<file path="src/hdl/mcb_pkg.sv">
// mcb_pkg: shared constants, codes, state encoding and command/status structs
// for the maze carver; no dependencies, compiled first
package mcb_pkg;

    // grid limits; the grid never holds more than CELL_DEPTH cells
    localparam int MAX_COLUMNS = 32;
    localparam int MAX_ROWS    = 32;
    localparam int CELL_DEPTH  = 1024;

    localparam int CELL_W    = $clog2(CELL_DEPTH);
    localparam int DEPTH_W   = CELL_W + 1;
    localparam int COL_W     = $clog2(MAX_COLUMNS);
    localparam int ROW_W     = $clog2(MAX_ROWS);
    localparam int CFG_W     = 6;
    localparam int CFG_IDX_W = 1;
    localparam int TOTAL_W   = 2 * CFG_W;
    localparam int WALL_W    = 4;
    localparam int WORD_W    = WALL_W + 1;
    localparam int SCAN_W    = 3;

    // opcodes
    localparam logic [1:0] OP_CARVE   = 2'd0;
    localparam logic [1:0] OP_READ    = 2'd1;
    localparam logic [1:0] OP_RESTART = 2'd2;

    // configuration register indexes
    localparam logic [CFG_IDX_W-1:0] CFG_COLUMNS = 1'b0;
    localparam logic [CFG_IDX_W-1:0] CFG_ROWS    = 1'b1;

    // wall / neighbour directions
    localparam logic [1:0] DIR_TOP    = 2'd0;
    localparam logic [1:0] DIR_RIGHT  = 2'd1;
    localparam logic [1:0] DIR_BOTTOM = 2'd2;
    localparam logic [1:0] DIR_LEFT   = 2'd3;

    // scan slots: current cell first, then the four neighbours
    localparam logic [SCAN_W-1:0] SCAN_CUR  = 3'd0;
    localparam logic [SCAN_W-1:0] SCAN_LAST = 3'd4;

    localparam logic [WALL_W-1:0] WALLS_ALL = 4'hF;

    typedef enum logic [3:0] {
        ST_CLEAR,
        ST_IDLE,
        ST_DISPATCH,
        ST_CHECK,
        ST_DIV,
        ST_SCAN,
        ST_SCAN_END,
        ST_DECIDE,
        ST_CARVE,
        ST_POP,
        ST_FETCH,
        ST_FETCH_WAIT,
        ST_EMIT
    } t_state;

    typedef struct packed {
        logic load_item;
        logic clear_step;
        logic restart;
        logic zero_cur;
        logic div_start;
        logic div_load;
        logic scan_step;
        logic decide;
        logic carve;
        logic pop_load;
        logic fetch;
        logic fetch_take;
        logic emit;
    } t_cmd;

    typedef struct packed {
        logic [1:0] op;
        logic       cur_out;
        logic       geom_valid;
        logic       clr_last;
        logic       scan_last;
        logic       any_cand;
        logic       stack_empty;
        logic       out_free;
    } t_stat;

    // candidate index = pick mod count, count in 1..4
    function automatic logic [1:0] pick_index(input logic [2:0] count, input logic [1:0] pick);
        logic [1:0] k;
        case (count)
            3'd1:    k = 2'd0;
            3'd2:    k = {1'b0, pick[0]};
            3'd3:    k = (pick == 2'd3) ? 2'd0 : pick;
            default: k = pick;
        endcase
        return k;
    endfunction

endpackage

</file>
<file path="src/hdl/mcb_div.sv">
// mcb_div: restoring divider, one quotient bit per cycle, splits a cell index
// into row and column; depends on mcb_pkg
module mcb_div (
    input  logic                        i_clk,
    input  logic                        i_rst_n,
    input  logic                        i_start,
    input  logic [mcb_pkg::CELL_W-1:0]  i_dividend,
    input  logic [mcb_pkg::CFG_W-1:0]   i_divisor,
    output logic                        o_done,
    output logic [mcb_pkg::CELL_W-1:0]  o_quotient,
    output logic [mcb_pkg::CFG_W-1:0]   o_remainder
);
    import mcb_pkg::*;

    localparam int CNT_W = $clog2(CELL_W + 1);

    logic             r_busy;
    logic             r_done;
    logic [CNT_W-1:0] r_cnt;
    logic [CELL_W-1:0] r_quo;
    logic [CFG_W-1:0]  r_rem;
    logic [CFG_W-1:0]  r_den;

    logic [CFG_W:0] shifted;
    logic           ge;

    assign shifted = {r_rem, r_quo[CELL_W-1]};
    assign ge      = shifted >= {1'b0, r_den};

    always_ff @(posedge i_clk) begin
        if (!i_rst_n) begin
            r_busy <= 1'b0;
            r_done <= 1'b0;
            r_cnt  <= '0;
        end else begin
            r_done <= 1'b0;
            if (i_start) begin
                r_busy <= 1'b1;
                r_cnt  <= CNT_W'(CELL_W);
            end else if (r_busy) begin
                r_cnt <= r_cnt - CNT_W'(1);
                if (r_cnt == CNT_W'(1)) begin
                    r_busy <= 1'b0;
                    r_done <= 1'b1;
                end
            end
        end
    end

    always_ff @(posedge i_clk) begin
        if (i_start) begin
            r_quo <= i_dividend;
            r_rem <= '0;
            r_den <= i_divisor;
        end else if (r_busy) begin
            r_quo <= {r_quo[CELL_W-2:0], ge};
            r_rem <= ge ? CFG_W'(shifted - {1'b0, r_den}) : shifted[CFG_W-1:0];
        end
    end

    assign o_done      = r_done;
    assign o_quotient  = r_quo;
    assign o_remainder = r_rem;

endmodule

</file>
<file path="config.mk">
export PLATFORM = sky130hd
export DESIGN_NAME = mcb_div
export DESIGN_NICKNAME = d
export VERILOG_FILES = /design/src/hdl/mcb_pkg.sv /design/src/hdl/mcb_div.sv
export SDC_FILE = /design/constraint.sdc
export NUM_CORES = 1
export LEC_CHECK = 0
export BUFFER_PORTS_ARGS = -buffer_cell sky130_fd_sc_hd__buf_2
export CORE_MARGIN = 2
export CORE_UTILIZATION = 30
export DETAILED_ROUTE_END_ITERATION = 12
export PLACE_DENSITY = 0.56
export SETUP_SLACK_MARGIN = 0.02
export SYNTH_ARGS = -nofsm -noshare
export SYNTH_HDL_FRONTEND = slang
export SYNTH_SLANG_ARGS = --single-unit
</file>
<file path="constraint.sdc">
create_clock -name i_clk -period 4.3 [get_ports i_clk]
set_input_delay 0.645 -clock i_clk [delete_from_list [all_inputs] [get_ports i_clk]]
set_output_delay 0.645 -clock i_clk [all_outputs]
set_load 0.02 [all_outputs]
</file>
==> results by group <==
Run status
  – Run status: finished, final reports clean

Critical path
  – CP Launch Point: o_remainder[3]$_SDFFE_PP0P_
  – Critical Path Sink Type: flip-flop
  – Crit path kind: flip-flop to flip-flop
  – CP Data Arrival Time: 2.42 ns
  – Reg2Reg Depth: 6
  – Crit path max fanout: 10
  – CP Cell Sequence: ha_1, a21o_1, a211o_1, a41o_1, or4b_1, o311ai_1
  – R2r setup slk: 2.07 ns
  – Setup crit start kind: flip-flop
  – Slowest library cell on the worst path: or4b_1
  – CP peak stage delay: 0.52 ns
  – CP endpoint: o_remainder[0]$_SDFFE_PP0P_
  – Reg-to-Reg End: o_remainder[0]$_SDFFE_PP0P_
  – RR Startpoint: o_remainder[3]$_SDFFE_PP0P_
  – Critical path data required time: 4.49 ns

Detailed routing
  – Post-route DRC: 0
  – Mean routed wirelength per cell: ~13 um
  – Routed wire length: 2810 um
  – 1st-pass router iterations: 4
  – First DRT Iteration DRCs: 29
  – Routed vias/inst: 4.96
  – Post-route ant nets: 0
  – Detailed-route via count: approximately 1100

Die
  – Starting density of the core: 31.0%
  – Chip Width: 73.7 um
  – Site Rows: 25
  – I/O Pins: 36
  – Die area: 5430 um2
  – Core ar.: about 4700 um2
  – Die height: roughly 74 um

Power and ir drop
  – PD cells: ~380 nW/um2
  – PnR Total Power: around 0.00066 W
  – Static Leak: around 0.76 nW
  – Peak VDD IR: between 0.1 and 0.15 mV

STA
  – Setup-failing EPs final: 0
  – Slew HR: between 50% and 60%
  – Tcrit/Tclk final: 51.8%
  – Clk_skew: 0.00271 ns
  – Setup_tns: 0 ns
  – Tmin final: 2.23 ns
  – Max Clk Rate: 449 MHz
  – Unrepaired setup endpoints after global routing: no
  – Slew @ Worst Pin: 0.658 ns
  – Number of hold violations in the final report: 0
  – Final Max Slew Viols: 0
  – WHS: 0.533 ns

Logic synthesis
  – Post-synth cell types: 31
  – Flop and latch count out of synthesis: 28
  – Syn_area_per_cell: 11.2 um2
  – EDFF count, synth: 16
  – Post-Syn Nets: between 150 and 200
  – Top_reg_cell synth: edfxtp_1
  – Async set or reset register ratio after synthesis: 0%
  – Yosys warning total: 0
  – Area leader, netlist: edfxtp_1
  – Yosys top cell area share: 33.0%
  – Mapped Area: approximately 1500 um2
  – Syn Inst Count: 130
  – Sequential fraction of the synthesis area: 49.5%
  – Area contributors post-synth: edfxtp_1, dfxtp_1, mux2_2

Clocking
  – Clock root buffer: clkbuf_8
  – H-tree Lvls: 1
  – Bufs on Longest Clock Path: 2
  – TritonCTS buffer count: 3
  – Cts repair resizes: 0
  – Cts hold-fix bufs: 0
  – Clock Latency Late Sink: 0.28 ns
  – Setup bufs post-CTS: 0
  – CTS tree: yes
  – Worst-path clk slew: around 0.1 ns
  – CTS Sinks: 28

Layout
  – Fillers: approximately 470
  – Register area: 721 um2
  – Layout cell share with drive strength beyond 1: 31.1%
  – Diodes inserted: 0
  – Multi-input gate area: 668 um2
  – P&R area growth vs syn: 18.6%
  – Layout net count: 194

Place
  – GPL Wtd Cong: just over 0.8
  – Port bufs: 35
  – Hpwl dp: between 2000 and 2500 um

Global route
  – Vias in the first global route: between 1000 and 1500
  – First-pass GRT wire length: 4580 um
  – Antenna violations before repair: 0
  – Largest net degree at the start of global routing: 32
  – Tot GR Track Use: between 10 and 15%
  – Congestion Overflow GR: 0

Hold path
  – Hold Crit Class: flip-flop to flip-flop

Flow run
  – Max-Cap Viols: 0
[cell usage after synthesis (2+ instances only)]
master / count
nand2_1: 4
nor2_1: 12
xor2_1: 4
edfxtp_1: 16
nand2b_1: 5
o21a_1: 5
mux2i_1: 3
nor3_1: 3
a211oi_1: 4
nor2b_1: 2
a21oi_1: 5
dfxtp_1: 12
nor3b_1: 3
mux2_2: 11
inv_1: 11
xnor2_1: 2
o21ai_0: 4
ha_1: 9
clkbuf_1: 3
[layer usage]
metal / GRT usage, % / wire [um] / up-vias
met5: 0 / 0 / -
met4: 3.84 / 67 / 0
met3: 2.61 / 141 / 7
met2: 18.8 / 1340 / 33
met1: 13.2 / 1270 / 513
li1: - / - / 528
[layout by cell type (no fill, tap or decap)]
cell	count
buf_2	35
nor2_1	12
nor3b_1	3
a211oi_1	4
o311ai_1	1
nor3_1	3
mux2_2	11
mux2i_1	3
a21oi_1	5
or4b_1	1
nor2b_1	2
nand2b_1	5
inv_1	11
dfxtp_1	12
clkbuf_8	4
a41o_1	1
nand2_1	4
o21ai_0	4
xnor2_1	2
edfxtp_1	16
or3_1	1
xor2_1	4
a211o_1	1
fa_1	1
ha_1	9
o21a_1	5
a21o_1	1
a22oi_1	1
nor4bb_1	1
or2_2	1
[worst min-delay path by stage]
stage                                start                           to  slack [ns]  cells after the start
3_3_place_gp   o_remainder[5]$_SDFFE_PP0P_  o_remainder[5]$_SDFFE_PP0P_        0.50                      2
2_1_floorplan            r_busy$_SDFF_PN0_            o_done$_SDFF_PP0_        0.47                      2
3_5_place_dp   o_remainder[2]$_SDFFE_PP0P_  o_remainder[2]$_SDFFE_PP0P_        0.52                      2
4_1_cts                       i_divisor[2]           r_den[2]$_DFFE_PP_        0.53                      1
5_1_grt                       i_divisor[5]           r_den[5]$_DFFE_PP_        0.52                      1
6_report       o_remainder[4]$_SDFFE_PP0P_  o_remainder[4]$_SDFFE_PP0P_        0.53                      2
[through the flow]
stage	util (%)	setup WS, ns	cells	instance area, um2
6_report	36.8	2.07	218	1730
5_1_grt	36.8	1.95	218	1730
4_1_cts	36.8	2.05	218	1730
3_5_place_dp	35.7	2.09	214	1670
3_3_place_gp	35.7	2.17	214	1670
2_1_floorplan	-	2.13	130	1460
[sequential cells by signal (all words and copies together) (netlist names)]
name,flops
o_done,1
o_quotient,10
o_remainder,6
r_busy,1
r_cnt,4
r_den,6
[cell type report]
type | instances | area share (%)
Clock buffer | 4 | 3.19
Tap cell | 54 | 3.91
Inverter | 11 | 2.39
Timing Repair Buffer | 35 | 10.1
Multi-Input combinational cell | 86 | 38.7
Sequential cell | 28 | 41.7
[power by group]
part / leakage [nW] / total (W) / internal, W / switching [W]
clock network: 0.0288 / 0.000165 / 0.0000821 / 0.0000833
registers: 0.258 / 0.000331 / 0.000311 / 0.0000200
logic: 0.468 / 0.000165 / 0.0000734 / 0.0000915
total: 0.755 / 0.000662 / 0.000467 / 0.000195
[worst max-delay path: cells and delay by family (launching register included)]
kind / cells / cell delay, ns
AOI/OAI and AO/OA: 4 / 0.88
and+or+nand+nor: 1 / 0.52
adders and majority gates: 1 / 0.37
DFF: 1 / 0.36
[cell families after synthesis]
kind of cell / share of synthesized area, %
xor+xnor: 3.61
flops: 49.5
buf+inv: 4.64
fa+ha+maj: 9.11
compound gates: 10.7
mux: 10.6
simple gates: 11.9
(Power assumes the default switching activity.)
