===== src/hdl/mcb_pkg.sv =====
// mcb_pkg: shared constants, codes, state encoding and command/status structs
// for the maze carver; no dependencies, compiled first
package mcb_pkg;

    // grid limits; the grid never holds more than CELL_DEPTH cells
    localparam int MAX_COLUMNS = 32;
    localparam int MAX_ROWS    = 32;
    localparam int CELL_DEPTH  = 1024;

    localparam int CELL_W    = $clog2(CELL_DEPTH);
    localparam int DEPTH_W   = CELL_W + 1;
    localparam int COL_W     = $clog2(MAX_COLUMNS);
    localparam int ROW_W     = $clog2(MAX_ROWS);
    localparam int CFG_W     = 6;
    localparam int CFG_IDX_W = 1;
    localparam int TOTAL_W   = 2 * CFG_W;
    localparam int WALL_W    = 4;
    localparam int WORD_W    = WALL_W + 1;
    localparam int SCAN_W    = 3;

    // opcodes
    localparam logic [1:0] OP_CARVE   = 2'd0;
    localparam logic [1:0] OP_READ    = 2'd1;
    localparam logic [1:0] OP_RESTART = 2'd2;

    // configuration register indexes
    localparam logic [CFG_IDX_W-1:0] CFG_COLUMNS = 1'b0;
    localparam logic [CFG_IDX_W-1:0] CFG_ROWS    = 1'b1;

    // wall / neighbour directions
    localparam logic [1:0] DIR_TOP    = 2'd0;
    localparam logic [1:0] DIR_RIGHT  = 2'd1;
    localparam logic [1:0] DIR_BOTTOM = 2'd2;
    localparam logic [1:0] DIR_LEFT   = 2'd3;

    // scan slots: current cell first, then the four neighbours
    localparam logic [SCAN_W-1:0] SCAN_CUR  = 3'd0;
    localparam logic [SCAN_W-1:0] SCAN_LAST = 3'd4;

    localparam logic [WALL_W-1:0] WALLS_ALL = 4'hF;

    typedef enum logic [3:0] {
        ST_CLEAR,
        ST_IDLE,
        ST_DISPATCH,
        ST_CHECK,
        ST_DIV,
        ST_SCAN,
        ST_SCAN_END,
        ST_DECIDE,
        ST_CARVE,
        ST_POP,
        ST_FETCH,
        ST_FETCH_WAIT,
        ST_EMIT
    } t_state;

    typedef struct packed {
        logic load_item;
        logic clear_step;
        logic restart;
        logic zero_cur;
        logic div_start;
        logic div_load;
        logic scan_step;
        logic decide;
        logic carve;
        logic pop_load;
        logic fetch;
        logic fetch_take;
        logic emit;
    } t_cmd;

    typedef struct packed {
        logic [1:0] op;
        logic       cur_out;
        logic       geom_valid;
        logic       clr_last;
        logic       scan_last;
        logic       any_cand;
        logic       stack_empty;
        logic       out_free;
    } t_stat;

    // candidate index = pick mod count, count in 1..4
    function automatic logic [1:0] pick_index(input logic [2:0] count, input logic [1:0] pick);
        logic [1:0] k;
        case (count)
            3'd1:    k = 2'd0;
            3'd2:    k = {1'b0, pick[0]};
            3'd3:    k = (pick == 2'd3) ? 2'd0 : pick;
            default: k = pick;
        endcase
        return k;
    endfunction

endpackage


===== src/hdl/mcb_ctrl.sv =====
// mcb_ctrl: sequencer of the maze carver, issues one command set per state
// depends on mcb_pkg for t_state, t_cmd, t_stat and opcodes
module mcb_ctrl (
    input  logic           i_clk,
    input  logic           i_rst_n,
    input  logic           i_item_valid,
    input  logic           i_div_done,
    input  mcb_pkg::t_stat i_stat,
    output mcb_pkg::t_cmd  o_cmd,
    output logic           o_item_ready
);
    import mcb_pkg::*;

    t_state r_state, n_state;
    logic   r_restart, n_restart;

    always_ff @(posedge i_clk) begin
        if (!i_rst_n) begin
            r_state   <= ST_CLEAR;
            r_restart <= 1'b0;
        end else begin
            r_state   <= n_state;
            r_restart <= n_restart;
        end
    end

    // next state
    always_comb begin
        n_state   = r_state;
        n_restart = r_restart;
        case (r_state)
            ST_CLEAR: begin
                if (i_stat.clr_last) begin
                    n_state   = r_restart ? ST_FETCH : ST_IDLE;
                    n_restart = 1'b0;
                end
            end
            ST_IDLE: begin
                if (i_item_valid) n_state = ST_DISPATCH;
            end
            ST_DISPATCH: begin
                case (i_stat.op)
                    OP_CARVE: n_state = ST_CHECK;
                    OP_RESTART: begin
                        n_state   = ST_CLEAR;
                        n_restart = 1'b1;
                    end
                    default: n_state = ST_FETCH;
                endcase
            end
            ST_CHECK: begin
                if (!i_stat.cur_out && !i_stat.geom_valid) n_state = ST_DIV;
                else n_state = ST_SCAN;
            end
            ST_DIV: begin
                if (i_div_done) n_state = ST_SCAN;
            end
            ST_SCAN: begin
                if (i_stat.scan_last) n_state = ST_SCAN_END;
            end
            ST_SCAN_END: n_state = ST_DECIDE;
            ST_DECIDE: begin
                if (i_stat.any_cand) n_state = ST_CARVE;
                else if (!i_stat.stack_empty) n_state = ST_POP;
                else n_state = ST_EMIT;
            end
            ST_CARVE:      n_state = ST_EMIT;
            ST_POP:        n_state = ST_FETCH;
            ST_FETCH:      n_state = ST_FETCH_WAIT;
            ST_FETCH_WAIT: n_state = ST_EMIT;
            ST_EMIT: begin
                if (i_stat.out_free) n_state = ST_IDLE;
            end
            default: n_state = ST_CLEAR;
        endcase
    end

    // outputs
    always_comb begin
        o_cmd        = '0;
        o_item_ready = 1'b0;
        case (r_state)
            ST_CLEAR: o_cmd.clear_step = 1'b1;
            ST_IDLE: begin
                o_item_ready    = 1'b1;
                o_cmd.load_item = i_item_valid;
            end
            ST_DISPATCH: o_cmd.restart = (i_stat.op == OP_RESTART);
            ST_CHECK: begin
                o_cmd.zero_cur  = i_stat.cur_out;
                o_cmd.div_start = !i_stat.cur_out && !i_stat.geom_valid;
            end
            ST_DIV:        o_cmd.div_load   = i_div_done;
            ST_SCAN:       o_cmd.scan_step  = 1'b1;
            ST_DECIDE:     o_cmd.decide     = 1'b1;
            ST_CARVE:      o_cmd.carve      = 1'b1;
            ST_POP:        o_cmd.pop_load   = 1'b1;
            ST_FETCH:      o_cmd.fetch      = 1'b1;
            ST_FETCH_WAIT: o_cmd.fetch_take = 1'b1;
            ST_EMIT:       o_cmd.emit       = i_stat.out_free;
            default: ;
        endcase
    end

endmodule


===== config.mk =====
export PLATFORM = sky130hd
export DESIGN_NAME = mcb_ctrl
export DESIGN_NICKNAME = d
export VERILOG_FILES = /design/src/hdl/mcb_pkg.sv /design/src/hdl/mcb_ctrl.sv
export SDC_FILE = /design/constraint.sdc
export NUM_CORES = 1
export LEC_CHECK = 0
export BUFFER_PORTS_ARGS = -buffer_cell sky130_fd_sc_hd__buf_2
export CORE_MARGIN = 2
export CORE_UTILIZATION = 40
export CTS_BUF_LIST = sky130_fd_sc_hd__clkbuf_4 sky130_fd_sc_hd__clkbuf_8 sky130_fd_sc_hd__clkbuf_16
export DETAILED_ROUTE_END_ITERATION = 12
export PLACE_DENSITY = 0.79
export REMOVE_ABC_BUFFERS = 1
export SLEW_MARGIN = 10
export SYNTH_ARGS = -nofsm -noshare
export SYNTH_HDL_FRONTEND = slang
export SYNTH_SLANG_ARGS = --single-unit

===== constraint.sdc =====
create_clock -name i_clk -period 1.5 [get_ports i_clk]
set_input_delay 0.075 -clock i_clk [delete_from_list [all_inputs] [get_ports i_clk]]
set_output_delay 0.075 -clock i_clk [all_outputs]
set_load 0.05 [all_outputs]

==> results.py <==
metrics = {
    "clocking": {
        "ctsHoldBuffers": 0,
        "clock_sinks": 5,
        "cts.htree.levels": 1,
        "cts_made_buffers": 3,
        "clk_pin_slew_ns": 0.05,
        "clockBufferDepth": 2,
        "cts_tree": "done",
        "cts-root-buf": "clkbuf_4",
        "clock_latency_ns": 0.25,
        "postCtsSetupBuffers": 0,
    },
    "hold_path": {
        "hold_class": "input pin to register",
        "hold_start": "i_rst_n",
    },
    "sta": {
        "setup_violations": 2,
        "worst_pin_slew_ns": 0.270,
        "final-max-slew-violation-count": 0,
        "fin_ws_ns": -0.0153,
        "fin_skew_ns": 0.00132,
        "grt_setup_unrepaired": "yes",
        "layout_min_cycle_time_ns": 1.52,
        "slew_headroom": 0.818,
        "timing.fmax_mhz": 660,
        "hold_violations": 0,
        "timing.final.crit_share": 1.01,
        "tns_ns": -0.0237,
    },
    "setup_path": {
        "worst-setup-path-type": "register to output pin",
        "required_ns": 1.42,
        "crit_slowest_cell": "or4b_4",
        "critical_path_arrival_ns": 1.44,
        "worst_setup_path_end_kind": "output pin",
        "crit_path_start": "r_state[0]",
        "cp_max_fo": 5,
        "slowest_delay_ns": 0.58,
        "cp-start-kind": "register",
        "rr_startpoint": "r_state[0]",
        "crit_chain": "or4b_4 > nor2_4 > buf_6",
    },
    "synth": {
        "async_flop_share": 0,
        "synth_area_um2": 588,
        "synth_most_common_cell": "nor2_1",
        "yosysWarnings": 0,
        "ys.flop_type": "dfxtp_1",
        "synth_area_leaders": "dfxtp_1, nor2_1, and3_1",
        "synth_common_cells": "nor2_1, nand2_1, and3_1, dfxtp_1, nor2b_1",
        "synth_area_per_cell_um2": 7.17,
        "synth_cells": 82,
        "synth_edf_count": 0,
        "yosys.area.top_type": "dfxtp_1",
        "synth_cell_types": 38,
        "synth_top_area_frac": 0.170,
        "ys_seq_elements": 5,
        "synth_seq_area_share": 0.170,
    },
    "pwr": {
        "power.internal_mw": 0.796,
        "power_frac_clock": 0.119,
        "seqPwrFrac": 0.154,
        "power_switching_mw": 0.749,
        "p_per_area_mw_per_mm2": 1640,
        "combinationalPowerShare": 0.727,
        "p_total_mw": 1.54,
        "netSwitchingFraction": 0.485,
        "power.ir.vdd_worst_mv": 0.830,
        "leakage_nw": 0.439,
    },
    "detailed_routing": {
        "wl_mm": 1.84,
        "dr_wl_met2_um": 871,
        "dr_wl_met3_um": 134,
        "vias": 776,
        "met1Wirelength_um": 791,
        "ant_nets": 0,
        "via_per_inst": 5.83,
        "wl_per_cell_um": 13.8,
        "drt_iter0_drc": 28,
        "drc": 0,
        "top_layer": "met4",
        "dr.pass1.iters": 4,
    },
    "place": {
        "globalplace.congestion": 0.840,
        "place_area_um2": 796,
        "place_ws_ns": 0.0447,
        "port_buffers": 26,
        "hpwlAfterDp_mm": 1.39,
    },
    "final_layout": {
        "syn_to_final_growth_pct": 60.0,
        "drive_gt1_frac": 0.508,
        "fin_util": 0.705,
        "antenna_cells": 0,
        "layout.nets": 132,
        "final_cell_area_um2": 941,
    },
    "global_routing": {
        "antenna_found_initial": 0,
        "grt_overflow": 0,
        "track_usage": 0.213,
        "grt_pass1_wl_mm": 2.95,
        "grt_pass1_vias": 712,
        "grt_start_max_net_pins": 11,
    },
    "outcome": {
        "failed_checks": "negative setup slack",
        "status": "finished with violations",
    },
    "die": {
        "core_area_mm2": 0.00133,
        "die_h_um": 42.3,
        "io_pins": 27,
        "fp-row-count": 13,
        "die_area_mm2": 0.00179,
        "start_util": 0.441,
        "die_w_um": 42.3,
    },
    "run": {
        "maxCapViolCount": 0,
    },
}
-- registers in the layout, summed over array words and instances (netlist names) --
register   cells
r_restart      1
r_state        4
-- per-stage QoR --
step | instances | hold slack [ns]
final | 133 | 0.145
after global routing | 133 | 0.147
after CTS | 133 | 0.132
after detailed placement | 129 | 0.392
after global placement | 129 | 0.378
after floorplan | 75 | 0.201
-- power groups by stage --
stage	Combinational (mW)	Sequential, mW	Clock, mW
floorplan	0.555	0.275	0
global placement	0.946	0.225	0
detailed placement	0.957	0.228	0
CTS	1.07	0.231	0.186
global route	1.21	0.241	0.191
finish	1.12	0.238	0.183
-- cell families (layout without fill, tap and decap cells) --
logic type	Yosys count	after routing	synth area share
simple gates	48	48	0.474
compound gates	19	19	0.247
buf+inv	8	44	0.0723
flops	5	5	0.170
mux	2	2	0.0362
-- worst max-delay path: cells and delay by family, from the launching register on --
| family | cells | cell delay, ns |
|---|---|---|
| buffers and inverters | 1 | 0.16 |
| flip-flops | 1 | 0.35 |
| AND/OR/NAND/NOR | 2 | 0.68 |
-- layer usage --
metal,GRT usage,up-vias
li1,-,379
met1,0.255,347
met2,0.363,44
met3,0.0431,6
met4,0.0938,0
met5,0,-
-- path summary, 6_finish.rpt --
| path | to | slack [ns] | depth (start not counted) |
|---|---|---|---|
| max reg2reg | r_state[0] | -0.01 | 4 |
| min reg2reg | r_restart | 0.56 | 2 |
| min | r_state[2] | 0.14 | 2 |
| max | o_cmd[7] | -0.02 | 3 |
-- final cells by class --
cell class	instances	area (um^2)
flip-flops and latches	5	108
clock buffers	4	30.0
well taps	15	18.8
multi-input cells	69	504
inverters	1	3.75
repair buffers	39	277
fillers	103	393
-- placed cells by master, fill, tap and decap left out, types with 3 or more instances in the layout --
cell | synthesis | routed
nor2b_1 | 5 | 3
clkbuf_4 | 0 | 6
and3_1 | 5 | 5
buf_4 | 0 | 13
nor2_1 | 10 | 8
nand2_1 | 6 | 5
nor3_1 | 4 | 3
a21oi_1 | 3 | 3
buf_2 | 4 | 17
nand2b_1 | 4 | 4
dfxtp_2 | 0 | 3
buf_6 | 1 | 7
-- repair_timing --
item / in CTS / in global routing
endpoints found under the setup margin: 12 / 15
gates resized for setup: 21 / 13
pin swaps: 1 / 2
No activity file was read; power rests on OpenSTA's default activity.
